[config.mk]
export PLATFORM = sky130hd
export DESIGN_NAME = path_command_byte_parser
export DESIGN_NICKNAME = d
export VERILOG_FILES = /design/src/rtl/pcbp_pkg.sv /design/src/rtl/path_command_byte_parser.sv /design/src/rtl/pcbp_front.sv /design/src/rtl/pcbp_queue.sv /design/src/rtl/pcbp_back.sv
export SDC_FILE = /design/constraint.sdc
export NUM_CORES = 1
export LEC_CHECK = 0
export BUFFER_PORTS_ARGS = -buffer_cell sky130_fd_sc_hd__buf_2
export CORE_MARGIN = 2
export CORE_UTILIZATION = 60
export CTS_CLUSTER_SIZE = 12
export DETAILED_ROUTE_END_ITERATION = 16
export PLACE_DENSITY_LB_ADDON = 0.3
export SYNTH_ARGS = -nofsm -noshare
export SYNTH_HDL_FRONTEND = slang
export SYNTH_SLANG_ARGS = --single-unit
[constraint.sdc]
create_clock -name clock -period 4.95 [get_ports clock]
set_input_delay 0.7425 -clock clock [delete_from_list [all_inputs] [get_ports clock]]
set_output_delay 0.7425 -clock clock [all_outputs]
set_load 0.01 [all_outputs]
[src/rtl/pcbp_pkg.sv]
// Shared types and constants for the path command byte parser.
`default_nettype none

package pcbp_pkg;

   // Command letters in the byte stream
   localparam logic [7:0] CHAR_MOVE  = 8'h4D;  // 'M'
   localparam logic [7:0] CHAR_LINE  = 8'h4C;  // 'L'
   localparam logic [7:0] CHAR_CUBIC = 8'h43;  // 'C'
   localparam logic [7:0] CHAR_CLOSE = 8'h5A;  // 'Z'

   // Operand bookkeeping
   localparam int unsigned OPND_NUM = 6;
   localparam logic [2:0]  OPND_LAST_PAIR  = 3'd1;  // index of the y byte of one pair
   localparam logic [2:0]  OPND_LAST_CUBIC = 3'd5;  // index of the last cubic byte

   // Segment kind codes on the result channel
   localparam logic [1:0] KIND_MOVE  = 2'd0;
   localparam logic [1:0] KIND_LINE  = 2'd1;
   localparam logic [1:0] KIND_CUBIC = 2'd2;
   localparam logic [1:0] KIND_STOP  = 2'd3;

   // Width of the result data bus: every record field but the kind
   localparam int unsigned RSP_WIDTH = 64;

   // Command waiting for operands in the front end
   typedef enum logic [3:0] {
      CMD_NONE  = 4'b0001,
      CMD_MOVE  = 4'b0010,
      CMD_LINE  = 4'b0100,
      CMD_CUBIC = 4'b1000
   } cmd_type;

   // Work handed from the front end to the back end
   typedef enum logic [2:0] {
      OP_NONE  = 3'd0,   // no record, only the end-of-buffer clear
      OP_MOVE  = 3'd1,
      OP_LINE  = 3'd2,
      OP_CUBIC = 3'd3,
      OP_CLOSE = 3'd4,
      OP_STOP  = 3'd5
   } op_type;

   typedef struct packed {
      op_type                          op;
      logic [OPND_NUM-1:0][7:0]        opnd;   // operand bytes, index 0 first
      logic                            clear;  // return points to zero afterwards
   } token_type;

   // One result record
   typedef struct packed {
      logic [7:0] to_y;
      logic [7:0] to_x;
      logic [7:0] ctrl2_y;
      logic [7:0] ctrl2_x;
      logic [7:0] ctrl1_y;
      logic [7:0] ctrl1_x;
      logic [7:0] from_y;
      logic [7:0] from_x;
      logic [1:0] segment_kind;
   } record_type;

endpackage

`default_nettype wire

[src/rtl/path_command_byte_parser.sv]
// Top level of the path command byte parser.
// Takes one byte per request ('M' x y, 'L' x y, 'C' x1 y1 x2 y2 x3 y3, 'Z',
// coordinates as raw tenths) and returns one segment record per completed
// command; an unknown command byte returns one stop record and the parser
// ignores bytes until req_tlast, which clears all state after its byte.
// A request is taken every cycle while the two-entry token queue between the
// decoding front end and the point-tracking back end has room; the queue only
// fills while rsp_tready is held low. A completing byte's record is registered
// in the token queue and then in the result register before it is valid on
// the rsp side; the result register lets the next byte enter while it waits.
`default_nettype none

module path_command_byte_parser (
   input  wire logic        clock,
   input  wire logic        reset,
   input  wire logic        req_tvalid,
   output logic             req_tready,
   input  wire logic [7:0]  req_tdata,   // [7:0] byte_in
   input  wire logic        req_tlast,   // end_of_buffer
   output logic             rsp_tvalid,
   input  wire logic        rsp_tready,
   // [7:0] from_x, [15:8] from_y, [23:16] ctrl1_x, [31:24] ctrl1_y,
   // [39:32] ctrl2_x, [47:40] ctrl2_y, [55:48] to_x, [63:56] to_y
   output logic [pcbp_pkg::RSP_WIDTH-1:0] rsp_tdata,
   output logic [1:0]       rsp_tuser    // [1:0] segment_kind
);

   logic                 accept;
   logic                 push, pop, q_full, q_valid;
   pcbp_pkg::token_type  push_token, head;
   pcbp_pkg::record_type record;

   assign req_tready = !q_full;
   assign accept     = req_tvalid && req_tready;

   pcbp_front u_front (
      .clock         (clock),
      .reset         (reset),
      .accept        (accept),
      .byte_in       (req_tdata),
      .end_of_buffer (req_tlast),
      .push          (push),
      .token         (push_token)
   );

   pcbp_queue u_queue (
      .clock      (clock),
      .reset      (reset),
      .push       (push),
      .push_token (push_token),
      .pop        (pop),
      .full       (q_full),
      .not_empty  (q_valid),
      .head       (head)
   );

   pcbp_back u_back (
      .clock      (clock),
      .reset      (reset),
      .q_valid    (q_valid),
      .q_head     (head),
      .q_pop      (pop),
      .rsp_valid  (rsp_tvalid),
      .rsp_ready  (rsp_tready),
      .rsp_record (record)
   );

   // Pack the record: kind on tuser, points on tdata
   assign rsp_tdata = {record.to_y, record.to_x, record.ctrl2_y, record.ctrl2_x,
                       record.ctrl1_y, record.ctrl1_x, record.from_y, record.from_x};
   assign rsp_tuser = record.segment_kind;

endmodule

`default_nettype wire

[src/rtl/pcbp_front.sv]
// Front end: decodes command bytes, gathers operands, issues tokens.
`default_nettype none

module pcbp_front (
   input  wire logic                  clock,
   input  wire logic                  reset,
   input  wire logic                  accept,       // request taken this cycle
   input  wire logic [7:0]            byte_in,
   input  wire logic                  end_of_buffer,
   output logic                       push,
   output pcbp_pkg::token_type        token
);

   pcbp_pkg::cmd_type pending_ff, pending_in;
   logic [2:0]        count_ff, count_in;
   logic              halted_ff, halted_in;
   logic [7:0]        opnd_ff [pcbp_pkg::OPND_NUM];
   logic              done;
   logic [2:0]        last_idx;

   // Operand index that completes the pending command
   assign last_idx = (pending_ff == pcbp_pkg::CMD_CUBIC) ? pcbp_pkg::OPND_LAST_CUBIC
                                                         : pcbp_pkg::OPND_LAST_PAIR;
   assign done     = (count_ff == last_idx);

   // Token contents: stored operands with the current byte merged in
   always_comb begin
      token.op    = pcbp_pkg::OP_NONE;
      token.clear = end_of_buffer;
      for (int i = 0; i < pcbp_pkg::OPND_NUM; i++) begin
         token.opnd[i] = (count_ff == 3'(i)) ? byte_in : opnd_ff[i];
      end
      pending_in = pending_ff;
      count_in   = count_ff;
      halted_in  = halted_ff;

      if (!halted_ff) begin
         case (pending_ff)
            pcbp_pkg::CMD_NONE: begin
               count_in = 3'd0;
               case (byte_in)
                  pcbp_pkg::CHAR_MOVE:  pending_in = pcbp_pkg::CMD_MOVE;
                  pcbp_pkg::CHAR_LINE:  pending_in = pcbp_pkg::CMD_LINE;
                  pcbp_pkg::CHAR_CUBIC: pending_in = pcbp_pkg::CMD_CUBIC;
                  pcbp_pkg::CHAR_CLOSE: token.op   = pcbp_pkg::OP_CLOSE;
                  default: begin
                     token.op  = pcbp_pkg::OP_STOP;
                     halted_in = 1'b1;
                  end
               endcase
            end
            pcbp_pkg::CMD_MOVE, pcbp_pkg::CMD_LINE, pcbp_pkg::CMD_CUBIC: begin
               count_in = count_ff + 3'd1;
               if (done) begin
                  pending_in = pcbp_pkg::CMD_NONE;
                  count_in   = 3'd0;
                  if (pending_ff == pcbp_pkg::CMD_MOVE) begin
                     token.op = pcbp_pkg::OP_MOVE;
                  end else if (pending_ff == pcbp_pkg::CMD_LINE) begin
                     token.op = pcbp_pkg::OP_LINE;
                  end else begin
                     token.op = pcbp_pkg::OP_CUBIC;
                  end
               end
            end
            default: begin
               pending_in = pcbp_pkg::CMD_NONE;
               count_in   = 3'd0;
            end
         endcase
      end

      // End of buffer drops any partial command and clears the halt
      if (end_of_buffer) begin
         pending_in = pcbp_pkg::CMD_NONE;
         count_in   = 3'd0;
         halted_in  = 1'b0;
      end
   end

   assign push = accept && ((token.op != pcbp_pkg::OP_NONE) || end_of_buffer);

   // Control state
   always_ff @(posedge clock) begin
      if (reset) begin
         pending_ff <= pcbp_pkg::CMD_NONE;
         count_ff   <= 3'd0;
         halted_ff  <= 1'b0;
      end else if (accept) begin
         pending_ff <= pending_in;
         count_ff   <= count_in;
         halted_ff  <= halted_in;
      end
   end

   // Operand bytes, written at the running count
   always_ff @(posedge clock) begin
      if (accept && !halted_ff && (pending_ff != pcbp_pkg::CMD_NONE)) begin
         opnd_ff[count_ff] <= byte_in;
      end
   end

endmodule

`default_nettype wire

[src/rtl/pcbp_queue.sv]
// Two-entry token queue between the front end and the back end.
`default_nettype none

module pcbp_queue (
   input  wire logic                  clock,
   input  wire logic                  reset,
   input  wire logic                  push,
   input  wire pcbp_pkg::token_type   push_token,
   input  wire logic                  pop,
   output logic                       full,
   output logic                       not_empty,
   output pcbp_pkg::token_type        head
);

   pcbp_pkg::token_type entry_ff [2];
   logic                wr_ptr_ff, rd_ptr_ff;
   logic [1:0]          fill_ff;

   assign full      = (fill_ff == 2'd2);
   assign not_empty = (fill_ff != 2'd0);
   assign head      = entry_ff[rd_ptr_ff];

   // Pointers and fill level
   always_ff @(posedge clock) begin
      if (reset) begin
         wr_ptr_ff <= 1'b0;
         rd_ptr_ff <= 1'b0;
         fill_ff   <= 2'd0;
      end else begin
         if (push) wr_ptr_ff <= ~wr_ptr_ff;
         if (pop)  rd_ptr_ff <= ~rd_ptr_ff;
         case ({push, pop})
            2'b10:   fill_ff <= fill_ff + 2'd1;
            2'b01:   fill_ff <= fill_ff - 2'd1;
            default: fill_ff <= fill_ff;
         endcase
      end
   end

   // Entry storage
   always_ff @(posedge clock) begin
      if (push) entry_ff[wr_ptr_ff] <= push_token;
   end

endmodule

`default_nettype wire

[src/rtl/pcbp_back.sv]
// Back end: tracks current and subpath start points, builds result records.
`default_nettype none

module pcbp_back (
   input  wire logic                  clock,
   input  wire logic                  reset,
   input  wire logic                  q_valid,
   input  wire pcbp_pkg::token_type   q_head,
   output logic                       q_pop,
   output logic                       rsp_valid,
   input  wire logic                  rsp_ready,
   output pcbp_pkg::record_type       rsp_record
);

   logic [7:0]           cur_x_ff, cur_y_ff, start_x_ff, start_y_ff;
   logic [7:0]           cur_x_in, cur_y_in, start_x_in, start_y_in;
   logic                 out_valid_ff;
   pcbp_pkg::record_type out_ff, rec;
   logic                 has_rec;
   logic                 slot_free;

   assign has_rec   = (q_head.op != pcbp_pkg::OP_NONE);
   assign slot_free = !out_valid_ff || rsp_ready;
   assign q_pop     = q_valid && (slot_free || !has_rec);

   // Record and next points for the head token
   always_comb begin
      rec              = '0;
      rec.from_x       = cur_x_ff;
      rec.from_y       = cur_y_ff;
      cur_x_in         = cur_x_ff;
      cur_y_in         = cur_y_ff;
      start_x_in       = start_x_ff;
      start_y_in       = start_y_ff;
      case (q_head.op)
         pcbp_pkg::OP_MOVE: begin
            rec.segment_kind = pcbp_pkg::KIND_MOVE;
            rec.to_x         = q_head.opnd[0];
            rec.to_y         = q_head.opnd[1];
            cur_x_in         = q_head.opnd[0];
            cur_y_in         = q_head.opnd[1];
            start_x_in       = q_head.opnd[0];
            start_y_in       = q_head.opnd[1];
         end
         pcbp_pkg::OP_LINE: begin
            rec.segment_kind = pcbp_pkg::KIND_LINE;
            rec.to_x         = q_head.opnd[0];
            rec.to_y         = q_head.opnd[1];
            cur_x_in         = q_head.opnd[0];
            cur_y_in         = q_head.opnd[1];
         end
         pcbp_pkg::OP_CUBIC: begin
            rec.segment_kind = pcbp_pkg::KIND_CUBIC;
            rec.ctrl1_x      = q_head.opnd[0];
            rec.ctrl1_y      = q_head.opnd[1];
            rec.ctrl2_x      = q_head.opnd[2];
            rec.ctrl2_y      = q_head.opnd[3];
            rec.to_x         = q_head.opnd[4];
            rec.to_y         = q_head.opnd[5];
            cur_x_in         = q_head.opnd[4];
            cur_y_in         = q_head.opnd[5];
         end
         pcbp_pkg::OP_CLOSE: begin
            // line back to the subpath start, current point unchanged
            rec.segment_kind = pcbp_pkg::KIND_LINE;
            rec.to_x         = start_x_ff;
            rec.to_y         = start_y_ff;
         end
         pcbp_pkg::OP_STOP: begin
            rec.segment_kind = pcbp_pkg::KIND_STOP;
         end
         default: begin
            rec.segment_kind = pcbp_pkg::KIND_MOVE;
         end
      endcase
      if (q_head.clear) begin
         cur_x_in   = 8'd0;
         cur_y_in   = 8'd0;
         start_x_in = 8'd0;
         start_y_in = 8'd0;
      end
   end

   // Point registers and output valid
   always_ff @(posedge clock) begin
      if (reset) begin
         cur_x_ff     <= 8'd0;
         cur_y_ff     <= 8'd0;
         start_x_ff   <= 8'd0;
         start_y_ff   <= 8'd0;
         out_valid_ff <= 1'b0;
      end else begin
         if (q_pop) begin
            cur_x_ff   <= cur_x_in;
            cur_y_ff   <= cur_y_in;
            start_x_ff <= start_x_in;
            start_y_ff <= start_y_in;
         end
         if (q_pop && has_rec) begin
            out_valid_ff <= 1'b1;
         end else if (rsp_ready) begin
            out_valid_ff <= 1'b0;
         end
      end
   end

   // Output record
   always_ff @(posedge clock) begin
      if (q_pop && has_rec) out_ff <= rec;
   end

   assign rsp_valid  = out_valid_ff;
   assign rsp_record = out_ff;

endmodule

`default_nettype wire

## After elaboration in Yosys (flattened, before gate mapping)

Memories as Yosys holds them, arrays and structs flattened. A register that Yosys moved wholly into a read port is not among the register bits.
Cells that the tools add are included.

| storage, ports and cells | value |
|---|---|
| bits in registers | 111 |
| memory bits (writable) | 152 |
| input port bits | 13 |
| output and inout port bits | 68 |
| logic and storage cells | 128 |
| memories kept | 2 |

Memory list:

| memory | words | bits a word | read ports | clocked after Yosys merged registers in | write ports | RTL line | source |
|---|---|---|---|---|---|---|---|
| u_queue.entry_ff | 2 | 52 | 1 | 1 | 1 | pcbp_queue.sv:15 | `pcbp_pkg::token_type entry_ff [2];` |
| u_front.opnd_ff | 6 | 8 | 6 | 0 | 1 | pcbp_front.sv:17 | `logic [7:0] opnd_ff [pcbp_pkg::OPND_NUM];` |

| operators by class | value |
|---|---|
| add/subtract/negate cells | 3 |
| equal/unequal tests | 26 |
| mux-type cells | 45 |
| bitwise operators | 2 |
| reduce and logical (&&, ||, !) cells | 30 |

Operators with widths:

| operator | number |
|---|---|
| 8-bit 2-to-1 mux | 12 |
| 16-bit case mux with 3 select lines | 1 |
| 8-bit by 7-bit equality test with 1-bit output, second input constant | 4 |
| 8-bit case mux with 2 select lines | 2 |
| 3-bit 2-to-1 mux | 8 |
| 1-bit 2-to-1 mux | 13 |
| 3-bit by 2-bit equality test with 1-bit output, second input constant | 4 |
| 3-bit equality test, second input constant | 4 |
| 4-bit 2-to-1 mux | 3 |
| 3-bit case mux with 2 select lines | 2 |
| 4-bit case mux with 3 select lines | 1 |
| 3-bit nonzero test | 3 |
| 4-bit case mux with 2 select lines | 1 |
| 2-bit nonzero test | 4 |
| 3-bit by 1-bit equality test with 1-bit output, second input constant | 2 |
| 1-bit logical AND | 6 |
| 2-bit case mux with 3 select lines | 1 |
| 2-bit AND reduction | 3 |
| 3-bit OR reduction | 2 |
| 5-bit != test, second input constant | 1 |
| 2-bit equality test, second input constant | 2 |
| 4-bit by 1-bit equality test with 1-bit output, second input constant | 1 |
| 4-bit by 2-bit equality test with 1-bit output, second input constant | 1 |
| 4-bit by 3-bit equality test with 1-bit output, second input constant | 1 |
| other kinds (17) | 24 |

## Longest topological paths before layout

Gate-level depths: netlist of run 1.

| logic depth | value |
|---|---|
| depth after elaboration | 11 |
| gate-level depth with buffers | 10 |
| depth with buffers taken out | 10 |

## Cells and area by module

From an unflattened synthesis of run 1, not the netlist that was laid out.

| unflattened totals | value |
|---|---|
| cells, all modules | 731 |
| area total of the unflattened synthesis | 11146.9 um^2 |

Modules (own cells, without submodules):

| module | times used | cells each | area an instance (um^2) | seq. area each (um^2) |
|---|---|---|---|---|
| pcbp_back | 1 | 339 | 4376.7 | 2642.5 |
| pcbp_queue | 1 | 184 | 3946.3 | 3223.1 |
| pcbp_front | 1 | 206 | 2813.9 | 1601.5 |
| path_command_byte_parser | 1 | 2 | 10.0 | 0.0 |

## Worst setup path before layout of run 1

Ideal clock, no wire load.

| timing path | value |
|---|---|
| path type | input -> register |
| start point | input req_tdata[3] |
| end point | memory u_queue.entry_ff[1][0] (netlist bit) (enable) |
| library setup time | 478 ps |
| arrival | 4075 ps |
| required time | 4472 ps |
| path slack | 397 ps |
| cell stages on the path | 5 |
| buffers on the path | 1 |
| cell sequence | buf_4 -> nand3b_1 -> a21oi_1 -> or4_1 -> a21boi_1 |

| between the ends | value |
|---|---|
| longest elaborated chain between the ends | 10 |
| elaborated cells between the ends (all ways) | 13 |
| classes of those cells | eq/ne (4); mux (5); reduce/logical (4) |

Ends and longest elaborated chain:

| item | RTL line | source |
|---|---|---|
| start: declaration | path_command_byte_parser.sv:18 | `input wire logic [7:0] req_tdata,` |
| 8-bit by 7-bit equality test with 1-bit output | pcbp_front.sv:41 | `case (byte_in)` |
| 3-bit OR reduction (no source line) | - |  |
| 3-bit case mux with 2 select lines * | pcbp_front.sv:41 |  |
| 3-bit case mux with 2 select lines * | pcbp_front.sv:38 | `case (pending_ff)` |
| 3-bit 2-to-1 mux * | pcbp_front.sv:37 | `if (!halted_ff) begin` |
| 3-bit nonzero test * | pcbp_front.sv:81 | `assign push = accept && ((token.op != pcbp_pkg::OP_NONE) \|\| end_of_buffer);` |
| 1-bit logical OR * | pcbp_front.sv:81 |  |
| 1-bit logical AND * | pcbp_front.sv:81 |  |
| 1-bit 2-to-1 mux * | pcbp_queue.sv:42 | `if (push) entry_ff[wr_ptr_ff] <= push_token;` |
| 1-bit 2-to-1 mux (not written as such) * | pcbp_queue.sv:42 |  |
| end: declaration | pcbp_queue.sv:15 |  |

Mark *: on every way between the ends. The rest lies on a longest branch, timed or not.

==> flow_summary.yaml, run 1 <==
synth:
  yosysUniqueCellTypes: 54
  syn_area_mm2: 0.0107
  ys_ff_latch: 264
  synth_edf_count: 218
  yosysSeqAreaShare_pct: 69.6
  ys.flop_type: "edfxtp_1"
  async_flop_share_pct: 0
  synth_fp_nets: 766
  syn_inst: 747
  yosysWarnings: 0
  synth.avg_cell_area_um2: 14.4
floorplan:
  die-area_mm2: 0.0190
  core_area_mm2: 0.0174
  io_pins: 81
  initial_core_util_pct: 61.6
  dieHeight_um: 138
  fp-row-count: 48
  die_w_um: 138
global_routing:
  antenna_found_initial: 0
  grt_use_total_pct: 23.0
  grt_pass1_wl_um: 33100
  grt_overflow_total: 0
  grt_max_degree: 54
  grt_pass1_vias: 5990
timing:
  finalClockSkew_ns: 0.0174
  slew_headroom_pct: 7.48
  finalHoldViolCount: 0
  min_period_over_period_pct: 67.1
  setup_viol: 0
  grt_setup_unrepaired: "false"
  fmax_mhz: 301
  final_max_slew_viol_count: 0
  period_needed_ns: 3.32
  worst_slew_pin_slew_ns: 1.38
  fin_tns_setup_ns: 0
drt:
  drt_first_pass_iters: 6
  final_antenna_net_count: 0
  vias_per_cell: 5.98
  wirelength_um: 21400
  vias: 6376
  top_layer_used: "met4"
  route.met3.wl_um: 1530
  wl_per_cell_um: 20.1
  wl_met2_um: 10100
  m1WireLength_um: 9390
  drc_errors: 0
  drt_iter0_markers: 557
place:
  port-buffer-count: 80
  dp_hpwl_um: 14200
  place_area_mm2: 0.0113
  routabilityCongestion: 0.922
power:
  ir_drop_uv: 368
  power_leakage_nw: 4.23
  cellPowerDensity_mw_per_mm2: 538
clock_network:
  cts_buffers: 26
  post_cts_resized: 0
  hold_buffers: 0
  cts_tree: "built"
  cts.path.max_buffers: 3
  htreeDepth: 1
  cts-root-buf: "clkbuf_16"
  cts_sinks: 264
  clock_latency_ns: 0.52
  cts_setup_buffers: 0
  clk_pin_slew_ns: 0.06
setup_path:
  critical_path.cell_chain: "or3b_1 -> a2111oi_1 -> o311ai_1 -> and2_1 -> nor2_4 -> buf_4"
  critPathLaunchType: "flip-flop"
  critPathMaxFanout: 26
  regToRegSetupSlack_ns: 1.63
  critical_path.slowest_cell: "a2111oi_1"
  endpoint_kind: "flip-flop"
  crit_arrival_ns: 3.51
  max_stage_delay_ns: 0.60
  worstSetupPathType: "flip-flop to flip-flop"
  crit_required_ns: 5.14
final_layout:
  syn_to_final_growth_pct: 12.4
  fillers: 1164
  final_cell_area_mm2: 0.0121
  num_antenna_cells: 0
  drive_gt1_share_pct: 23.0
  nets: 842
run_status:
  outcome: "finished clean"
min_path:
  hp-class: "flip-flop to flip-flop"
job:
  max_cap_violations: 0
[state kept, by name (all words and copies together) (netlist names), named ones only]
signal and flops:
u_front.pending_ff 4, u_back.rsp_valid 1, u_queue.rd_ptr_ff 1, u_back.start_y_ff 8
u_back.cur_y_ff 8, u_queue.fill_ff 2, u_queue.entry_ff 104, u_front.count_ff 3
u_back.start_x_ff 8, u_back.rsp_record 66, u_queue.wr_ptr_ff 1, u_front.opnd_ff 48
u_front.halted_ff 1, u_back.cur_x_ff 8
[final timing paths]
check                                       to                                from  cells past startpoint
max reg2reg  u_queue.entry_ff[0][13]$_DFFE_PP_  u_front.pending_ff[2]$_SDFFE_PP0P_                      6
max          u_queue.entry_ff[0][13]$_DFFE_PP_  u_front.pending_ff[2]$_SDFFE_PP0P_                      6
min             u_back.rsp_record[5]$_DFFE_PP_     u_back.cur_x_ff[3]$_SDFFE_PP0P_                      0
min reg2reg     u_back.rsp_record[5]$_DFFE_PP_     u_back.cur_x_ff[3]$_SDFFE_PP0P_                      0
[per-stage QoR]
step	instances	total power [mW]	setup WS (ns)	hold WS (ns)	util, %
global route	1067	6.80	1.35	0.435	69.3
detailed placement	1020	4.77	1.47	0.421	65.0
CTS	1067	6.51	1.63	0.430	69.3
finish	1067	6.49	1.63	0.431	69.3
floorplan	747	4.26	0.397	0.409	-
global placement	1020	4.70	1.53	0.416	65.0
[final cells by class]
class                      instances  area, um^2  share of cell area (%)
tap                              225         282                    2.33
timing repair buffer              90         475                    3.94
multi-input combinational        435        3070                    25.4
inverter                           6        22.5                   0.187
clock inverter                     2        8.76                  0.0726
clock buffer                      45         743                    6.16
sequential                       264        7470                    61.9
[cell usage in the layout (no fill, tap or decap), types with 2 or more instances in the layout]
cell type  count
clkbuf_1      18
o22ai_1       17
buf_4         10
clkbuf_16     27
buf_2         80
a22oi_1        2
nor2_1        98
nand3b_1      22
nand3_1        2
inv_1          6
xor2_1         2
nor3_1         5
o31ai_1       18
o21ai_0       26
mux2i_1       50
mux2_2        63
a21oi_1       24
a2bb2oi_1     16
ha_1           6
nand2_1       37
a31oi_1        4
nand2b_1       6
xnor2_1        2
nor3b_1        2
or4_1          5
edfxtp_1     218
dfxtp_1       45
[cells in the mapped netlist (17+ instances only)]
| cell type | number | area (um^2) |
|---|---|---|
| o21ai_0 | 26 | 130 |
| nand3b_1 | 22 | 165 |
| dfxtp_1 | 46 | 921 |
| mux2i_1 | 50 | 500 |
| a21oi_1 | 24 | 120 |
| o31ai_1 | 18 | 135 |
| nor2_1 | 99 | 372 |
| edfxtp_1 | 218 | 6550 |
| nand2_1 | 37 | 139 |
| o22ai_1 | 17 | 106 |
| mux2_2 | 63 | 709 |
| clkbuf_1 | 23 | 86.3 |
[layer usage]
metal,vias to the layer above,global-route usage (%)
met5,-,0
met4,0,5.84
met3,29,3.46
met2,263,36.8
met1,3116,33.4
li1,2968,-
[critical path: cells and delay by family (launching register included)]
kind | cells | cell delay [ns]
and+or+nand+nor | 3 | 1.24
AOI/OAI and AO/OA | 2 | 0.87
DFF | 1 | 0.48
buffers and inverters | 1 | 0.40
[where the power goes]
group	switching, mW	total, mW	internal (mW)
Sequential	0.144	3.08	2.93
Clock	0.750	1.76	1.01
Combinational	1.06	1.65	0.591
[cell families (layout without fill, tap and decap cells)]
kind of cell    Yosys count  in the layout  synth area share, %
compound gates          119            119                 7.35
fa+ha+maj                 6              6                0.699
mux                     114            114                 11.4
buf+inv                  48            143                 2.14
simple gates            192            192                 8.52
xor+xnor                  4              4                0.326
flops                   264            264                 69.6
(Power assumes the default switching activity.)
==> run 2: changes to the inputs <==
- ABC_AREA: not set -> 1
- clock period: 4.95 -> 3.1 ns (I/O delays scaled with it)
==> flow_summary.yaml, run 2 <==
run_status:
  outcome: "finished clean"
floorplan:
  die_w_um: 137
  die-area_mm2: 0.0187
  fp-row-count: 48
  io_pins: 81
  dieHeight_um: 137
  core_area_mm2: 0.0172
  initial_core_util_pct: 61.3
final_layout:
  nets: 1021
  num_antenna_cells: 0
  final_cell_mix: "218 x edfxtp_1, 201 x nand2_1, 105 x nor2_1"
  final_common_cell: "edfxtp_1"
  largest_reg_flops: 104
  syn_to_final_growth_pct: 14.0
  largest_register: "u_queue.entry_ff"
  final_cells: 1247
  fin_util_pct: 69.8
  drive_gt1_share_pct: 17.0
synth:
  yosys.area.top_type: "edfxtp_1"
  synth_fp_nets: 937
  synth.avg_cell_area_um2: 11.5
  synth_most_common_cell: "edfxtp_1"
  synthDominantCellAreaShare_pct: 62.0
  yosysWarnings: 0
  ys_ff_latch: 264
  syn_area_mm2: 0.0106
  synthTopCellsByArea: "edfxtp_1 62%, dfxtp_1 8.7%, nand2_1 7.1%, nor2_1 3.8%, o21ai_0 3.2%"
  ys.flop_type: "edfxtp_1"
  yosysSeqAreaShare_pct: 70.7
  async_flop_share_pct: 0
  yosysUniqueCellTypes: 31
  synth_edf_count: 218
  syn_inst: 918
  synth.top_cells.by_count: "218 x edfxtp_1, 201 x nand2_1, 106 x nor2_1"
global_routing:
  grt_pass1_vias: 6372
  grt_overflow_total: 0
  grt_pass1_wl_um: 34100
  grt_max_degree: 53
  antenna_found_initial: 0
  grt_use_total_pct: 23.9
setup_path:
  cp_common_cell: "nand2_1"
  critPathBufInv: 3
  endpoint_kind: "flip-flop"
  critPathMaxFanout: 28
  critPathLaunchType: "flip-flop"
  max_stage_delay_ns: 0.39
  crit_arrival_ns: 2.87
  critical_path.cell_chain: "buf_4 -> nand2_1 -> nand2_4 -> inv_2 -> nand2_1 -> nand2_1 -> nand2_1 -> inv_2 -> ha_1 -> a21oi_1 -> o21ai_0 -> o21ai_0 -> a21oi_1"
  crit_family: "simple AND/OR/NAND/NOR gates"
  critical_path.slowest_cell: "dfxtp_1"
  crit_required_ns: 3.50
  worstSetupPathType: "flip-flop to flip-flop"
drt:
  vias: 6945
  wl_per_cell_um: 17.6
  drc_errors: 0
  drt_iter0_markers: 825
  final_antenna_net_count: 0
  vias_per_cell: 5.57
  wirelength_um: 21900
  drt_first_pass_iters: 5
place:
  port-buffer-count: 80
  routabilityCongestion: 0.969
  dp_hpwl_um: 14600
  dp_cells: 1198
min_path:
  hp-class: "primary input to flip-flop"
timing:
  period_needed_ns: 2.47
  fin_tns_setup_ns: 0
  finalClockSkew_ns: 0.0140
  worst_slew_pin_slew_ns: 0.831
  slew_headroom_pct: 44.4
  setup_viol: 0
  final_max_slew_viol_count: 0
  min_period_over_period_pct: 79.8
  hold_slack_ns: 0.202
  finalHoldViolCount: 0
  grt_setup_unrepaired: "false"
  fmax_mhz: 404
clock_network:
  hold_buffers: 0
  cts.path.max_buffers: 3
  cts_sinks: 264
  clock_latency_ns: 0.53
  cts_buffers: 27
  htreeDepth: 1
  post_cts_resized: 0
  cts-root-buf: "clkbuf_16"
  cts_setup_buffers: 0
  cts_tree: "built"
  clk_pin_slew_ns: 0.06
power:
  cellPowerDensity_mw_per_mm2: 1010
  power_leakage_nw: 4.65
  ir_drop_uv: 614
job:
  max_cap_violations: 0
run 2: changes by cell type in the layout (fill, tap and decap cells not counted), moves of 7 or more:
cell	before	now
mux2_2	63	0
or2_2	1	32
nand3b_1	22	0
o21ai_0	26	68
nand3_1	2	26
o211ai_1	0	32
mux2i_1	50	0
inv_1	6	57
o31ai_1	18	0
a21oi_1	24	36
nor2_1	98	105
o21a_1	0	16
nand2_1	37	201
a2bb2oi_1	16	0
run 2: cell families after synthesis:
kind of cell | after synthesis | synth area share (%)
fa+ha+maj | 6 | 0.711
simple gates | 373 | 14.6
compound gates | 172 | 9.80
flops | 264 | 70.7
buf+inv | 103 | 4.14
run 2: through the flow:
step | power, mW | setup WS [ns] | cell area, um^2
after floorplan | 8.01 | 0.0866 | 10600
after CTS | 12.2 | 0.613 | 12000
after detailed placement | 9.17 | 0.550 | 11200
after global placement | 9.06 | 0.614 | 11200
final | 12.2 | 0.627 | 12000
after global routing | 12.9 | 0.400 | 12000
run 2: final timing paths:
check | to | start | cells after the start | slack (ns)
max reg2reg | u_queue.fill_ff[1]$_SDFFE_PP0P_ | flip-flop | 13 | 0.63
min reg2reg | u_back.rsp_record[17]$_DFFE_PP_ | u_back.cur_y_ff[7]$_SDFFE_PP0P_ | 0 | 0.43
max | u_queue.fill_ff[1]$_SDFFE_PP0P_ | flip-flop | 13 | 0.63
min | u_front.opnd_ff[0][7]$_DFFE_PP_ | req_tdata[7] | 1 | 0.20
run 2: where the power goes:
part           internal [mW]  leakage, nW  switching, mW  total, mW
logic                   1.20         1.83           2.57       3.77
registers               5.09         2.42          0.266       5.35
clock network           1.83        0.398           1.23       3.06
run 2: layer usage:
metal / track usage, % / share of wire (%) / vias to the layer above
met1: 34.7 / 42 / 3252
met2: 37.9 / 47 / 310
li1: - / - / 3340
met3: 3.74 / 7.9 / 43
met5: 0 / 0 / -
met4: 6.66 / 2.3 / 0
run 2: area by class of cell:
class / count / area (um^2)
tap: 225 / 282
clock buffer: 45 / 763
sequential: 264 / 7470
inverter: 64 / 245
multi-input combinational: 551 / 2660
clock inverter: 4 / 72.6
fill: 1203 / 5200
timing repair buffer: 94 / 543
